--- src/hw/rtl/assert_macros.svh ---
// Assertion helpers, included by adat_merge.
`ifndef ASSERT_MACROS_SVH
`define ASSERT_MACROS_SVH

// Checked on every rising edge except while reset is held.
`define ASSERT_RST(label, clk, rst_n, prop, msg) \
    label: assert property (@(posedge clk) disable iff (!rst_n) prop) else $error(msg);

// Checked on every rising edge, reset included.
`define ASSERT_ALWAYS(label, clk, prop, msg) \
    label: assert property (@(posedge clk) prop) else $error(msg);

`endif

--- src/hw/rtl/adat_pkg.sv ---
// ----------------------------------------------------------------------------
// ADAT frame encoder package
// Payload types, frame constants and the frame assembly function.
// ----------------------------------------------------------------------------
package adat_pkg;

    localparam int FRAME_WORDS = 8;
    localparam int WORD_W      = 32;
    localparam int NUM_CH      = 8;
    localparam int FRAME_W     = FRAME_WORDS * WORD_W;

    // Header: one, ten zeros, one, four user bits at zero.
    localparam logic [15:0] SYNC_HEADER = 16'h8010;

    typedef struct packed {
        logic [23:0] sample_ch0;
        logic [23:0] sample_ch1;
        logic [23:0] sample_ch2;
        logic [23:0] sample_ch3;
        logic [23:0] sample_ch4;
        logic [23:0] sample_ch5;
        logic [23:0] sample_ch6;
        logic [23:0] sample_ch7;
    } t_in_item;

    typedef struct packed {
        logic [31:0] line_word;
        logic        frame_end;
    } t_out_item;

    // Control handed from the lane stage to the merge stage.
    typedef struct packed {
        logic                   valid;
        logic [FRAME_WORDS-1:0] parity;
    } t_handoff;

    typedef logic [FRAME_WORDS-1:0][WORD_W-1:0] t_word_array;

    // Byte stuffing: [1][high nibble][1][low nibble].
    function automatic logic [9:0] stuff_byte(input logic [7:0] b);
        stuff_byte = {1'b1, b[7:4], 1'b1, b[3:0]};
    endfunction

    // Raw frame before line coding; bit FRAME_W-1 goes out first.
    function automatic logic [FRAME_W-1:0] build_frame(input t_in_item item);
        logic [NUM_CH-1:0][23:0] ch;
        logic [NUM_CH-1:0][29:0] tok;
        ch = {item.sample_ch0, item.sample_ch1, item.sample_ch2, item.sample_ch3,
              item.sample_ch4, item.sample_ch5, item.sample_ch6, item.sample_ch7};
        for (int i = 0; i < NUM_CH; i++) begin
            tok[i] = {stuff_byte(ch[i][23:16]), stuff_byte(ch[i][15:8]),
                      stuff_byte(ch[i][7:0])};
        end
        build_frame = {SYNC_HEADER, tok};
    endfunction

endpackage

--- src/hw/rtl/adat_lane.sv ---
// ----------------------------------------------------------------------------
// ADAT NRZI lane
// Codes one 32-bit raw word as if the line started low, and reports the
// word's parity so the merge stage can fix the starting level afterwards.
// ----------------------------------------------------------------------------
module adat_lane (
    input  logic [adat_pkg::WORD_W-1:0] i_raw,
    output logic [adat_pkg::WORD_W-1:0] o_level,
    output logic                        o_parity
);

    localparam int W      = adat_pkg::WORD_W;
    localparam int LEVELS = $clog2(W);

    // Prefix XOR from the top bit down, built as a log-depth scan.
    logic [LEVELS:0][W-1:0] scan;

    assign scan[0] = i_raw;

    for (genvar l = 0; l < LEVELS; l++) begin : g_level
        for (genvar b = 0; b < W; b++) begin : g_bit
            if (b + (1 << l) < W) begin : g_comb
                assign scan[l+1][b] = scan[l][b] ^ scan[l][b + (1 << l)];
            end else begin : g_pass
                assign scan[l+1][b] = scan[l][b];
            end
        end
    end

    assign o_level  = scan[LEVELS];
    assign o_parity = scan[LEVELS][0];

endmodule

--- src/hw/rtl/adat_merge.sv ---
// ----------------------------------------------------------------------------
// ADAT lane merge and word output
// Applies the running line level to the lane results, holds the coded
// frame and sends it out one 32-bit word per transfer.
// ----------------------------------------------------------------------------
`include "assert_macros.svh"

module adat_merge (
    input  logic                 i_clk,
    input  logic                 i_rst_n,
    input  adat_pkg::t_handoff   i_hand,
    input  adat_pkg::t_word_array i_local,
    output logic                 o_take,
    output logic                 o_out_valid,
    input  logic                 i_out_ready,
    output adat_pkg::t_out_item  o_out_data
);

    localparam int N     = adat_pkg::FRAME_WORDS;
    localparam int CNT_W = $clog2(N);

    logic                  r_b_valid, n_b_valid;
    logic [CNT_W-1:0]      r_cnt, n_cnt;
    logic                  r_level, n_level;
    adat_pkg::t_word_array r_words, n_words;

    logic [N:0]            carry;
    logic                  last_word;
    logic                  out_xfer;

    assign last_word = (r_cnt == CNT_W'(N - 1));
    assign out_xfer  = r_b_valid && i_out_ready;

    // A new frame moves in when the buffer is empty or its last word leaves.
    assign o_take = i_hand.valid && (!r_b_valid || (out_xfer && last_word));

    // Level entering each word: stored level plus parity of earlier words.
    always_comb begin
        carry[0] = r_level;
        for (int k = 0; k < N; k++) begin
            carry[k+1] = carry[k] ^ i_hand.parity[k];
        end
    end

    // Buffer control and word shifting.
    always_comb begin
        n_b_valid = r_b_valid;
        n_cnt     = r_cnt;
        n_level   = r_level;
        n_words   = r_words;
        if (o_take) begin
            n_b_valid = 1'b1;
            n_cnt     = '0;
            n_level   = carry[N];
            for (int k = 0; k < N; k++) begin
                n_words[k] = i_local[k] ^ {adat_pkg::WORD_W{carry[k]}};
            end
        end else if (out_xfer) begin
            n_cnt = r_cnt + 1'b1;
            for (int k = 0; k < N - 1; k++) begin
                n_words[k] = r_words[k+1];
            end
            if (last_word) begin
                n_b_valid = 1'b0;
            end
        end
    end

    always_ff @(posedge i_clk) begin
        if (!i_rst_n) begin
            r_b_valid <= 1'b0;
            r_cnt     <= '0;
            r_level   <= 1'b0;
        end else begin
            r_b_valid <= n_b_valid;
            r_cnt     <= n_cnt;
            r_level   <= n_level;
        end
        r_words <= n_words;
    end

    assign o_out_valid          = r_b_valid;
    assign o_out_data.line_word = r_words[0];
    assign o_out_data.frame_end = last_word;

    // The stored level advances by the parity of the whole frame.
    `ASSERT_RST(a_level_update, i_clk, i_rst_n,
        o_take |=> (r_level == ($past(r_level) ^ (^$past(i_hand.parity)))),
        "line level not advanced by frame parity")
    // A loaded frame starts at its first word and is shown at once.
    `ASSERT_RST(a_load_start, i_clk, i_rst_n,
        o_take |=> (o_out_valid && (r_cnt == '0)),
        "loaded frame does not start at word zero")
    // With nothing waiting, the buffer empties after the final word.
    `ASSERT_RST(a_drain, i_clk, i_rst_n,
        (out_xfer && last_word && !i_hand.valid) |=> !o_out_valid,
        "output still valid after the final word")
    // Reset empties the output.
    `ASSERT_ALWAYS(a_reset_empty, i_clk,
        !i_rst_n |=> !o_out_valid,
        "output valid right after reset")

endmodule

--- src/hw/rtl/adat_frame_nrzi_encoder_core.sv ---
// ----------------------------------------------------------------------------
// ADAT frame NRZI encoder core
// Builds and NRZI codes one 256-bit ADAT frame per sample frame.
// ----------------------------------------------------------------------------
// Each accepted sample frame (eight 24-bit channels) becomes eight 32-bit
// words of NRZI line levels, first transmitted bit in bit 31, with frame_end
// set on the eighth word. Output runs at one word per cycle while i_out_ready
// is high, a rate set by the single 32-bit output word. Eight lanes code the
// frame's words in parallel in the cycle of the input transfer and a register
// holds their results; the merge stage then applies the running line level
// and loads the output buffer as the previous frame's last word leaves, so
// frames stream without gaps. When the block is empty, the first word passes
// through the lane result register and then the output buffer. The line
// level starts low after reset.
module adat_frame_nrzi_encoder_core (
    input  logic                i_clk,
    input  logic                i_rst_n,
    input  logic                i_in_valid,
    output logic                o_in_ready,
    input  adat_pkg::t_in_item  i_in_data,
    output logic                o_out_valid,
    input  logic                i_out_ready,
    output adat_pkg::t_out_item o_out_data
);

    localparam int N = adat_pkg::FRAME_WORDS;
    localparam int W = adat_pkg::WORD_W;

    logic [adat_pkg::FRAME_W-1:0] raw;
    adat_pkg::t_word_array        lane_level;
    logic [N-1:0]                 lane_par;

    logic                  r_a_valid, n_a_valid;
    adat_pkg::t_word_array r_a_local;
    logic [N-1:0]          r_a_par;
    adat_pkg::t_handoff    hand;
    logic                  take;
    logic                  in_xfer;

    // Frame assembly: header plus stuffed bytes.
    assign raw = adat_pkg::build_frame(i_in_data);

    // One lane per word of the frame.
    for (genvar k = 0; k < N; k++) begin : g_lane
        adat_lane u_lane (
            .i_raw    (raw[adat_pkg::FRAME_W - 1 - k*W -: W]),
            .o_level  (lane_level[k]),
            .o_parity (lane_par[k])
        );
    end

    // Lane result register.
    assign in_xfer    = i_in_valid && o_in_ready;
    assign o_in_ready = !r_a_valid || take;

    always_comb begin
        n_a_valid = r_a_valid;
        if (in_xfer) begin
            n_a_valid = 1'b1;
        end else if (take) begin
            n_a_valid = 1'b0;
        end
    end

    always_ff @(posedge i_clk) begin
        if (!i_rst_n) begin
            r_a_valid <= 1'b0;
        end else begin
            r_a_valid <= n_a_valid;
        end
        if (in_xfer) begin
            r_a_local <= lane_level;
            r_a_par   <= lane_par;
        end
    end

    assign hand.valid  = r_a_valid;
    assign hand.parity = r_a_par;

    // Level merge and word output.
    adat_merge u_merge (
        .i_clk       (i_clk),
        .i_rst_n     (i_rst_n),
        .i_hand      (hand),
        .i_local     (r_a_local),
        .o_take      (take),
        .o_out_valid (o_out_valid),
        .i_out_ready (i_out_ready),
        .o_out_data  (o_out_data)
    );

endmodule
--- config.mk ---
export PLATFORM = sky130hd
export DESIGN_NAME = adat_frame_nrzi_encoder_core
export DESIGN_NICKNAME = d
export VERILOG_FILES = /design/src/hw/rtl/adat_pkg.sv /design/src/hw/rtl/adat_lane.sv /design/src/hw/rtl/adat_merge.sv /design/src/hw/rtl/adat_frame_nrzi_encoder_core.sv
export VERILOG_INCLUDE_DIRS = /design/src /design/src/hw/rtl
export SDC_FILE = /design/constraint.sdc
export NUM_CORES = 1
export LEC_CHECK = 0
export BUFFER_PORTS_ARGS = -buffer_cell sky130_fd_sc_hd__buf_4
export CAP_MARGIN = 10
export CELL_PAD_IN_SITES_DETAIL_PLACEMENT = 0
export CELL_PAD_IN_SITES_GLOBAL_PLACEMENT = 1
export CORE_MARGIN = 2
export CORE_UTILIZATION = 54
export CTS_CLUSTER_DIAMETER = 50
export DETAILED_ROUTE_END_ITERATION = 8
export PLACE_DENSITY_LB_ADDON = 0.25
export RECOVER_POWER = 25
export SLEW_MARGIN = 20
export SYNTH_ARGS = -nofsm -noshare
export SYNTH_HDL_FRONTEND = slang
export SYNTH_HIERARCHICAL = 1
export SYNTH_SLANG_ARGS = --single-unit
--- constraint.sdc ---
create_clock -name i_clk -period 43.7 [get_ports i_clk]
set_input_delay 2.185 -clock i_clk [delete_from_list [all_inputs] [get_ports i_clk]]
set_output_delay 2.185 -clock i_clk [all_outputs]
set_load 0.05 [all_outputs]
After elaboration in Yosys (flattened, before gate mapping)
Cells that the tools add are included.
{"block": "word_totals", "register_bits": 508, "input_bits": 196, "out_inout_bits": 35, "elab_cells": 1014}
{"block": "op_classes", "n_addsub": 1, "eq_ne": 1, "muxes": 7, "bitwise": 971, "n_reduce_logical": 13}
{"op": "1-bit XOR", "n": 861}
{"op": "224-bit 2-to-1 mux", "n": 2}
{"op": "32-bit XOR", "n": 8}
{"op": "1-bit inverter", "n": 102}
{"op": "2-bit nonzero test", "n": 3}
{"op": "1-bit 2-to-1 mux", "n": 5}
{"op": "1-bit logical AND", "n": 4}
{"op": "3-bit by 1-bit adder with 3-bit output, second input constant", "n": 1}
{"op": "3-bit equality test, second input constant", "n": 1}
{"op": "1-bit zero test", "n": 2}
{"op": "1-bit logical OR", "n": 2}
{"op": "2-bit AND reduction", "n": 1}
{"op": "2-bit OR reduction", "n": 1}

Longest topological paths before layout
Gate-level depths: netlist of run 1.
{"block": "logic_depth", "depth_word": 8, "depth_mapped": 10, "mapped_depth_nobuf": 7}

By module
Netlist of run 1, hierarchy kept.
{"module": "adat_merge", "n_inst": 1, "cells_per_inst": 1112, "area_per_inst_um2": 12877.4}
{"module": "adat_frame_nrzi_encoder_core", "n_inst": 1, "cells_per_inst": 271, "area_per_inst_um2": 7992.7}
{"module": "adat_lane", "n_inst": 8, "cells_per_inst": 65, "area_per_inst_um2": 701.9}

Least setup slack after synthesis of run 1
No wires, ideal clock.
{"block": "synth_path", "kind": "reg-to-reg", "start": "reg u_merge.r_b_valid (netlist: u_merge/o_out_valid)", "end": "reg u_merge.r_words, in the netlist u_merge/o_out_data[10] (enable)", "setup_time_ns": 1.118, "arrival_time_ns": 16.214, "required_time_ns": 42.582, "path_slack_ns": 26.367, "path_stages_with_launch": 2, "n_path_buf": 0, "synth_period_minus_slack_ns": 17.333, "cell_sequence": "dfxtp_1 o21ai_0"}
{"block": "synth_between", "elab_chain_len": 5}
{"element": "start: declaration", "line_no": "adat_merge.sv:22", "source": "logic r_b_valid, n_b_valid;"}
{"element": "start signal: assignment", "line_no": "adat_merge.sv:75", "source": "r_b_valid <= n_b_valid;"}
{"element": "1-bit logical AND", "line_no": "adat_merge.sv:32", "source": "assign out_xfer = r_b_valid && i_out_ready;"}
{"element": "1-bit logical AND", "line_no": "adat_merge.sv:35", "source": "assign o_take = i_hand.valid && (!r_b_valid || (out_xfer && last_word));"}
{"element": "1-bit logical OR", "line_no": "adat_merge.sv:35"}
{"element": "1-bit logical AND", "line_no": "adat_merge.sv:35"}
{"element": "2-bit nonzero test (no line) *"}
{"element": "end signal: assignment", "line_no": "adat_merge.sv:79", "source": "r_words <= n_words;"}
{"element": "end: declaration", "line_no": "adat_merge.sv:25", "source": "adat_pkg::t_word_array r_words, n_words;"}
Mark *: on every way between the ends. The rest lies on a longest branch, timed or not.
A chain may end at the register's enable or synchronous reset.

Final worst setup path of run 1
{"block": "layout_path", "start": "in i_out_ready", "end": "out o_in_ready"}
{"block": "layout_between", "elab_chain_len": 5}
{"element": "start: declaration", "line_no": "adat_frame_nrzi_encoder_core.sv:22", "source": "input logic i_out_ready,"}
{"element": "1-bit logical AND", "line_no": "adat_merge.sv:32"}
{"element": "1-bit logical AND", "line_no": "adat_merge.sv:35"}
{"element": "1-bit logical OR", "line_no": "adat_merge.sv:35"}
{"element": "1-bit logical AND", "line_no": "adat_merge.sv:35"}
{"element": "net take", "line_no": "adat_frame_nrzi_encoder_core.sv:37", "source": "logic take;"}
{"element": "1-bit logical OR", "line_no": "adat_frame_nrzi_encoder_core.sv:54", "source": "assign o_in_ready = !r_a_valid || take;"}
{"element": "end: declaration", "line_no": "adat_frame_nrzi_encoder_core.sv:19", "source": "output logic o_in_ready,"}
The timed path passes the listed nets, and every way through them passes these cells.

==> impl_results.md, run 1 <==
- Reg2reg setup slack: 38340 ps
- Routed wl met3: 2.27 mm
- Reported max-cap violation count: 5
- Clock tree buffer depth: 3
- Wire per inst: 15.4 um
- Worst-margin pin slew: 4170 ps
- Row Count: 81
- RR Endpoint: u_merge/r_words[247]$_DFFE_PN_
- Initial drt markers: 736
- Hold Path Sink: u_merge/r_cnt[2]$_SDFFE_PP0P_
- Minimum clock period: 6340 ps
- IO buf count: 230
- Power per standard cell area: 82.9 nW/um2
- TritonCTS Buffers: 55
- First-pass GRT wire length: 69.6 mm
- Worst setup path class: primary input to primary output
- Clk_skew: 14.2 ps
- Post-CTS sizing: 0
- Final setup violation count: 0
- Crit path cell chain: clkbuf_1, a21boi_0, nand2b_1, inv_1, nand2b_1, buf_4
- # IOs: 231
- Unrepaired setup endpoints after global routing: no
- Initial DRT Pass Iterations: 5
- # hold bufs at CTS: 0
- Cell variety after synth: 32
- Clk Latency, worst-skew pair: 590 ps
- Leakage power: 11.7 nW
- Gp weighted congestion: 0.754
- Largest net degree at the start of global routing: 197
- Failing checks: capacitance limit, slew limit
- Fin. Hold Viols: 0
- Crit-path most repeated cell: nand2b_1
- Path type of the worst min-delay path: flip-flop to flip-flop
- Final Max Tran Viols: 169
- Slew headroom: -181%
- CTS clk-pin slew, worst paths: 60 ps
- Mapped Avg Cell Area: 13.9 um2
- Antenna cells: 0
- Crit path max fanout: 39
- Setup bufs post-CTS: 0
- Ys Warns: 6
- Post-synthesis sequential area ratio: 59.4%
- Commonest register cell after synthesis: edfxtp_1
- Root Buffer: clkbuf_16
- Status: finished, violations left
- Initial Util: 54.4%
- Area Growth Syn to Fin: 14.2%
- Worst-path cell with the longest stage delay: nand2b_1
- Via count: 13500
- Met1 Wirelength: 18.7 mm
- Core Region: 48600 um2
- RR Startpoint: r_a_par[1]$_DFFE_PP_
- Post-synth top area cell: edfxtp_1
- Synth area leaders: edfxtp_1, xnor2_1, xor2_1
- Cell depth of the worst setup path: 6
- Top cells by count, synth: edfxtp_1, xnor2_1, xor2_1, nand2_1, o21ai_0
- Peak supply drop: 0.115 mV
- Drt via density: 4.73
- Total GRT Usage: 17.5%
- #FFs+latches synth: 526
- Hold wc startpoint: u_merge/r_cnt[2]$_SDFFE_PP0P_
- Layout cells sized above 1: 15.0%
- Top cell type's share of synthesized area: 59.0%
- CP max stage delay: 1000 ps
- Critical path origin: i_out_ready
- CTS tree: yes
- F_max: 158 MHz
- Hold path cells: 2
- WHS: 470 ps
- CP Launch Type: primary input
- Initial antenna violation count: 0
- R2R cell count: 6
- Met2 wire length: 22.0 mm
- Setup TNS: 0 ps
- Final worst-path cycle share: 14.5%
- Post-synth EDFFs: 520
- Vias in the first global route: 13600
- Nets: 2378
- Async SR Flop Fraction: 0%
- Worst setup EP type: primary output
- Gr ovfl total: 0
- Arr. time, crit path: 4160 ps
- Post-DP HPWL: 29.7 mm
- Detail Route Antenna Nets: 0
- Buffers and inverters on the worst path: 3
- Die area: 50800 um2
- Die Ht: 225 um
- Die Wd: 225 um
- Post-Syn Area: 26500 um2
- H-tree Lvls: 2
- Clk sinks: 526
- Max Used Layer: met4
- Most frequent cell after synthesis: edfxtp_1
- Number of remaining DRC errors: 0
- Required time of the critical path: 41510 ps
- Crit path max-delay family: simple AND/OR/NAND/NOR gates
- Synthesized instance count: 1903
- Post-detailed-routing wire length: 43.8 mm
## worst min-delay path, cell delays in order (launching register included)
cell,delay (ps)
dfxtp_1,310
nand2_1,50
a21oi_1,60
## per-layer routing
metal | global-route usage [%] | up-vias
li1 | - | 6889
met1 | 22.3 | 6268
met2 | 30.7 | 257
met3 | 3.55 | 56
met4 | 4.44 | 0
met5 | 0 | -
## cells in the final DEF (no fill, tap or decap), types with 15 or more instances in the layout
| cell | instances |
|---|---|
| buf_4 | 191 |
| clkbuf_1 | 61 |
| clkbuf_16 | 57 |
| conb_1 | 101 |
| edfxtp_1 | 520 |
| inv_1 | 52 |
| nand2_1 | 229 |
| o21ai_0 | 167 |
| o21ai_1 | 58 |
| xnor2_1 | 358 |
| xnor2_2 | 24 |
| xnor3_1 | 41 |
| xnor3_2 | 15 |
| xor2_1 | 265 |
## flip-flops by register name (all words and copies together) (netlist names)
name	cells
u_merge/o_out_valid	1
u_merge/r_level	1
r_a_valid	1
r_a_par	8
u_merge/o_out_data	32
u_merge/r_words	224
r_a_local	256
u_merge/r_cnt	3
## layout make-up
cell class,count,area [um2]
clock buffer,72,1480
clock inverter,28,224
fill,3763,18400
inverter,52,195
multi-input combinational,1299,10100
sequential,526,15700
tap,622,778
timing repair buffer,246,1700
## worst max path at each step
stage | end | slack (ps)
after global placement | o_in_ready | 38080
after global routing | r_a_local[27]$_DFFE_PP_ | 36980
after floorplan | u_merge/o_out_data[10]$_DFFE_PP_ | 26370
after detailed placement | o_in_ready | 38070
final | o_in_ready | 37360
after CTS | o_in_ready | 38060
## cells by family (layout without fill, tap and decap cells)
| logic type | count (synthesis) | after routing | share of synthesized area (%) |
|---|---|---|---|
| xor gates and xnor gates | 726 | 726 | 29.3 |
| DFF | 526 | 526 | 59.4 |
| and+or+nand+nor | 240 | 240 | 3.49 |
| AOI/OAI and AO/OA | 230 | 230 | 4.39 |
| buffers and inverters | 177 | 398 | 3.31 |
| adders and majority gates | 2 | 2 | 0.0945 |
| other | 2 | 101 | 0.0284 |
## power by group
part           total, mW  switching, mW  internal, mW
clock network      0.441          0.185         0.256
logic               1.14          0.625         0.518
registers          0.923         0.0588         0.864
total               2.51          0.869          1.64
## metrics by stage
| stage | instances | setup slack (ps) | power (mW) | utilization, % | area (um2) |
|---|---|---|---|---|---|
| finish | 2845 | 37360 | 2.51 | 62.2 | 30200 |
| global route | 2845 | 36980 | 2.69 | 62.2 | 30200 |
| CTS | 2845 | 38060 | 2.55 | 62.9 | 30600 |
| detailed placement | 2745 | 38070 | 2.10 | 59.4 | 28900 |
| global placement | 2745 | 38080 | 2.06 | 59.4 | 28900 |
| floorplan | 2002 | 26370 | 1.92 | - | 26900 |
Power figures use the tool's default switching activity.
==> run 2, diff against run 1 <==
Settings changed: CORE_UTILIZATION 54 to 45.
Clock period 43.7 ns to 5.7 ns, I/O delays scaled along.
==> impl_results.md, run 2 (synthesized netlist as in run 1, its figures left out) <==
- Post-CTS sizing: 0 (unchanged)
- Final setup violation count: 0 (unchanged)
- Clk_skew: 25.0 ps (was 14.2 ps)
- Critical path origin: r_a_valid$_SDFFE_PN0P_ (was i_out_ready)
- Row Count: 88 (was 81)
- Fin area: 31300 um2 (was 30200 um2)
- Max reg flops: 256 (unchanged)
- Unrepaired setup endpoints after global routing: no (unchanged)
- Initial Util: 45.7% (was 54.4%)
- Peak supply drop: 0.723 mV (was 0.115 mV)
- Nets: 2445 (was 2378)
- Gp weighted congestion: 0.790 (was 0.754)
- Layout cells sized above 1: 14.9% (was 15.0%)
- Most frequent cells in the layout: edfxtp_1, xnor2_1, xor2_1, nand2_1, buf_4 (unchanged)
- Final std cells w/o fill: 3060 (was 2845)
- CP Launch Type: flip-flop (was primary input)
- Wire per inst: 14.9 um (was 15.4 um)
- Leakage power: 12.1 nW (was 11.7 nW)
- Slew headroom: -143% (was -181%)
- Initial drt markers: 524 (was 736)
- Total GRT Usage: 15.2% (was 17.5%)
- Worst-margin pin slew: 3650 ps (was 4170 ps)
- F_max: 259 MHz
- Die Ht: 247 um (was 225 um)
- H-tree Lvls: 2 (unchanged)
- Clk sinks: 526 (unchanged)
- Setup TNS: 0 ps (unchanged)
- Initial DRT Pass Iterations: 5 (unchanged)
- Hold wc startpoint: i_rst_n (was u_merge/r_cnt[2]$_SDFFE_PP0P_)
- Area Growth Syn to Fin: 18.2% (was 14.2%)
- Fin. Hold Viols: 0 (unchanged)
- Buffers and inverters on the worst path: 2 (was 3)
- Minimum clock period: 3850 ps
- CP max stage delay: 2540 ps (was 1000 ps)
- Largest net degree at the start of global routing: 259 (was 197)
- Crit path max-delay family: buffers and inverters (was simple AND/OR/NAND/NOR gates)
- Root Buffer: clkbuf_16 (unchanged)
- Initial antenna violation count: 2 (was 0)
- Via count: 13600 (was 13500)
- First-pass GRT wire length: 72.7 mm (was 69.6 mm)
- Crit path cell chain: inv_1, o21ai_0, clkbuf_2 (was clkbuf_1, a21boi_0, nand2b_1, inv_1, nand2b_1, buf_4)
- Reg with most FFs: r_a_local (unchanged)
- CTS tree: yes (unchanged)
- Final Max Tran Viols: 150 (was 169)
- RR Startpoint: r_a_valid$_SDFFE_PN0P_ (was r_a_par[1]$_DFFE_PP_)
- Setup bufs post-CTS: 0 (unchanged)
- Leading cell type in the layout, fill and taps excluded: edfxtp_1 (unchanged)
- Filler Cell Count: 4892 (was 3763)
- Arr. time, crit path: 3970 ps (was 4160 ps)
- IO buf count: 230 (unchanged)
- Worst setup EP type: flip-flop (was primary output)
- Post-DP HPWL: 31.0 mm (was 29.7 mm)
- Crit path max fanout: 149 (was 39)
- Failing checks: capacitance limit, slew limit (unchanged)
- TritonCTS Buffers: 58 (was 55)
- WHS: 37.4 ps (was 470 ps)
- Util after Layout: 54.0% (was 62.2%)
- Final worst setup slack: 1850 ps (was 37360 ps)
- Die area: 60800 um2 (was 50800 um2)
- Placed Area: 29100 um2 (was 28900 um2)
- Worst-path cell with the longest stage delay: clkbuf_2 (was nand2b_1)
- Status: finished, violations left (unchanged)
- Drt via density: 4.44 (was 4.73)
- Core Region: 57900 um2 (was 48600 um2)
- CTS clk-pin slew, worst paths: 60 ps (about the same)
- Pwr Total: 19.5 mW (was 2.51 mW)
- Final worst-path cycle share: 67.6%
- Vias in the first global route: 13800 (was 13600)
- # hold bufs at CTS: 64 (was 0)
- Number of remaining DRC errors: 0 (unchanged)
- Gr ovfl total: 0 (unchanged)
- Clock tree buffer depth: 3 (unchanged)
- Path type of the worst min-delay path: primary input to flip-flop (was flip-flop to flip-flop)
- Setup Slack @ Placement: 2290 ps (was 38070 ps)
- Reported max-cap violation count: 1 (was 5)
- Power per standard cell area: 624 nW/um2 (was 82.9 nW/um2)
- Required time of the critical path: 5820 ps (was 41510 ps)
- Detail Route Antenna Nets: 0 (unchanged)
- Die Wd: 247 um (was 225 um)
- # IOs: 231 (unchanged)
- Post-detailed-routing wire length: 45.5 mm (was 43.8 mm)
- Worst setup path class: flip-flop to flip-flop (was primary input to primary output)
- Placed Instances: 2888 (was 2745)
- Clk Latency, worst-skew pair: 610 ps (was 590 ps)
==> run 2: changes by cell type in the layout (fill, tap and decap cells not counted), sizes merged <==
cell         before  now
inv              54   53
buf             194  196
clkinvlp          1    4
bufinv            3    8
diode             0    1
clkbuf          124  122
dlygate4sd3       0   64
==> run 2: routing by layer <==
| metal | global-route usage (%) | vias to the layer above | wire length [um] |
|---|---|---|---|
| met3 | 2.45 | 68 | 1750 |
| met2 | 26.6 | 221 | 23100 |
| li1 | - | 7024 | - |
| met5 | 0 | - | 8 |
| met4 | 4.77 | 2 | 1060 |
| met1 | 19.4 | 6266 | 19600 |
==> run 2: path summary, 6_finish.rpt <==
check	end	slack [ps]	depth (start not counted)
max	u_merge/r_words[48]$_DFFE_PP_	1850	3
min	u_merge/r_cnt[1]$_SDFFE_PP0P_	40	3
max reg2reg	u_merge/r_words[48]$_DFFE_PP_	1850	3
min reg2reg	u_merge/r_cnt[1]$_SDFFE_PP0P_	460	2
==> run 2: tightest hold or removal path, delay by kind of cell <==
kind / cells / cell delay (ps)
buf+inv: 1 / 150
simple gates: 1 / 100
compound gates: 1 / 50
==> run 2: where the power goes <==
| part | total (mW) | internal, mW | switching [mW] |
|---|---|---|---|
| logic | 8.70 | 3.96 | 4.74 |
| clock network | 3.77 | 2.30 | 1.47 |
| registers | 7.07 | 6.63 | 0.446 |
| total | 19.5 | 12.9 | 6.66 |
==> run 2: cell type report <==
type	instances	area, um2	share of cell area (%)
Timing Repair Buffer	310	2340	7.48
Clock inverter	35	373	1.19
Antenna cell	1	2.50	0.00799
Clock buffer	72	1570	5.01
Multi-Input combinational cell	1299	10100	32.4
Tap cell	765	957	3.06
Inverter	52	195	0.624
Sequential cell	526	15700	50.3
==> run 3, diff against run 2 <==
Settings changed: CORE_UTILIZATION 45 to 50.
Clock period 5.7 ns to 4 ns, I/O delays scaled along.
==> impl_results.md, run 3 (synthesized netlist as in run 1, its figures left out) <==
- Crit path cell chain: ha_1, ha_1, a21boi_0, nand2b_4, clkinvlp_4, nand2b_4, and2_4, buf_12 (was inv_1, o21ai_0, clkbuf_2)
- Setup bufs post-CTS: 0 (unchanged)
- CTS tree: yes (unchanged)
- Clk_skew: 18.2 ps (was 25.0 ps)
- Slew headroom: -6.65% (was -143%)
- Root Buffer: clkbuf_16 (unchanged)
- RR Startpoint: u_merge/r_cnt[0]$_SDFFE_PP0P_ (was r_a_valid$_SDFFE_PN0P_)
- Hold path cells: 3 (unchanged)
- CTS clk-pin slew, worst paths: 60 ps (about the same)
- Util after Layout: 59.7% (was 54.0%)
- Failing checks: capacitance limit, slew limit (unchanged)
- Area Growth Syn to Fin: 18.1% (was 18.2%)
- Drt via density: 4.60 (was 4.44)
- Largest net degree at the start of global routing: 257 (was 259)
- Initial Util: 50.5% (was 45.7%)
- Wire per inst: 15.3 um (was 14.9 um)
- Hold wc startpoint: i_in_data[32] (was i_rst_n)
- Layout cells sized above 1: 14.7% (was 14.9%)
- Final setup violation count: 0 (unchanged)
- Core Region: 52400 um2 (was 57900 um2)
- Initial DRT Pass Iterations: 5 (unchanged)
- Final Max Tran Viols: 11 (was 150)
- Path type of the worst min-delay path: primary input to flip-flop (unchanged)
- Clock tree buffer depth: 3 (unchanged)
- Reported max-cap violation count: 1 (unchanged)
- Max reg flops: 256 (unchanged)
- Die Ht: 234 um (was 247 um)
- Clk Latency, worst-skew pair: 600 ps (was 610 ps)
- Total GRT Usage: 17.1% (was 15.2%)
- Detail Route Antenna Nets: 0 (unchanged)
- Placed Instances: 2815 (was 2888)
- Worst setup EP type: flip-flop (unchanged)
- Status: finished, violations left (unchanged)
- Final worst-path cycle share: 83.2% (was 67.6%)
- First-pass GRT wire length: 73.1 mm (was 72.7 mm)
- Most frequent cells in the layout: edfxtp_1, xnor2_1, xor2_1, nand2_1, buf_4 (unchanged)
- Die Wd: 234 um (was 247 um)
- Post-detailed-routing wire length: 46.0 mm (was 45.5 mm)
- Number of remaining DRC errors: 0 (unchanged)
- Minimum clock period: 3330 ps (was 3850 ps)
- Via count: 13800 (was 13600)
- Row Count: 84 (was 88)
- Vias in the first global route: 14000 (was 13800)
- Leading cell type in the layout, fill and taps excluded: edfxtp_1 (unchanged)
- Initial antenna violation count: 2 (unchanged)
- Worst setup path class: flip-flop to flip-flop (unchanged)
- Power per standard cell area: 880 nW/um2 (was 624 nW/um2)
- F_max: 301 MHz (was 259 MHz)
- Hold Path Sink: r_a_local[200]$_DFFE_PP_ (was u_merge/r_cnt[1]$_SDFFE_PP0P_)
- Required time of the critical path: 4220 ps (was 5820 ps)
- RR Endpoint: r_a_local[232]$_DFFE_PP_ (was u_merge/r_words[48]$_DFFE_PP_)
- Reg with most FFs: r_a_local (unchanged)
- Gp weighted congestion: 0.792 (was 0.790)
- Fin. Hold Viols: 0 (unchanged)
- Post-DP HPWL: 31.0 mm (about the same)
- Post-CTS sizing: 0 (unchanged)
- Initial drt markers: 682 (was 524)
- H-tree Lvls: 2 (unchanged)
- CP max stage delay: 670 ps (was 2540 ps)
- Nets: 2472 (was 2445)
- Reg2reg setup slack: 670 ps (was 1850 ps)
- Unrepaired setup endpoints after global routing: no (unchanged)
- Worst-path cell with the longest stage delay: and2_4 (was clkbuf_2)
- TritonCTS Buffers: 56 (was 58)
- Peak supply drop: 1.42 mV (was 0.723 mV)
- Worst-margin pin slew: 1580 ps (was 3650 ps)
- Arr. time, crit path: 3540 ps (was 3970 ps)
- IO buf count: 230 (unchanged)
- Crit path max fanout: 132 (was 149)
- # IOs: 231 (unchanged)
- CP Launch Type: flip-flop (unchanged)
- Die area: 54800 um2 (was 60800 um2)
- R2R cell count: 8 (was 3)
- Leakage power: 12.1 nW (about the same)
- Clk sinks: 526 (unchanged)
- Gr ovfl total: 0 (unchanged)
- Final std cells w/o fill: 3007 (was 3060)
[run 3: cell count changes in the layout (fill, tap and decap cells not counted), sizes merged]
cell         change
buf              +4
bufinv           -6
clkbuf           +6
clkinv           -3
clkinvlp         -2
dlygate4sd3     +25
[run 3: stage by stage]
stage	setup WS (ps)	instance area [um2]	setup TNS (ps)	total power, mW	hold WS, ps
floorplan	-482	26900	-197100	20.9	326
CTS	675	31600	0	28.0	4.08
detailed placement	714	29000	0	23.0	412
global placement	758	29000	0	22.6	409
global route	450	31300	0	29.5	25.2
finish	674	31300	0	27.5	31.1
[run 3: layout make-up]
| type | count | area, um2 |
|---|---|---|
| Fill cell | 4185 | 21200 |
| Inverter | 52 | 199 |
| Multi-Input combinational cell | 1299 | 10100 |
| Timing Repair Buffer | 339 | 2620 |
| Clock buffer | 78 | 1560 |
| Antenna cell | 1 | 2.50 |
| Clock inverter | 24 | 169 |
| Sequential cell | 526 | 15700 |
| Tap cell | 688 | 861 |
[run 3: worst max path at each step]
stage                                             endpoint  slack (ps)                             start
final                             r_a_local[232]$_DFFE_PP_         670     u_merge/r_cnt[0]$_SDFFE_PP0P_
after global routing        u_merge/r_words[204]$_DFFE_PP_         450            r_a_valid$_SDFFE_PN0P_
after CTS                         r_a_local[198]$_DFFE_PP_         670     u_merge/r_cnt[0]$_SDFFE_PP0P_
after detailed placement          r_a_local[199]$_DFFE_PP_         710     u_merge/r_cnt[0]$_SDFFE_PP0P_
after global placement            r_a_local[254]$_DFFE_PP_         760     u_merge/r_cnt[0]$_SDFFE_PP0P_
after floorplan           u_merge/o_out_data[10]$_DFFE_PP_        -480  u_merge/o_out_valid$_SDFFE_PN0P_
[run 3: worst max-delay path, delay by kind of cell (launching register included)]
family,cells,cell delay [ps]
AND/OR/NAND/NOR,3,1200
buffers and inverters,2,790
flip-flops,1,350
adder cells (fa/ha/maj),2,330
AO/OA/AOI/OAI,1,110
[run 3: repair_timing]
action	in CTS	in global routing
hold endpoints to repair	89	0
endpoints found under the setup margin	0	0
hold buffers	89	0
[run 3: power breakdown]
group          switching (mW)  internal, mW  total, mW
combinational            6.90          5.69       12.6
clock                    2.05          2.82       4.87
sequential              0.649          9.43       10.1
total                    9.59          17.9       27.5
[run 3: metal layers]
layer	track usage, %	vias to the layer above	share of wire (%)
met2	30.5	246	52
met1	21.3	6442	42
met3	3.11	68	4.3
li1	-	7062	-
met5	0	-	0.024
met4	5.00	2	2.5
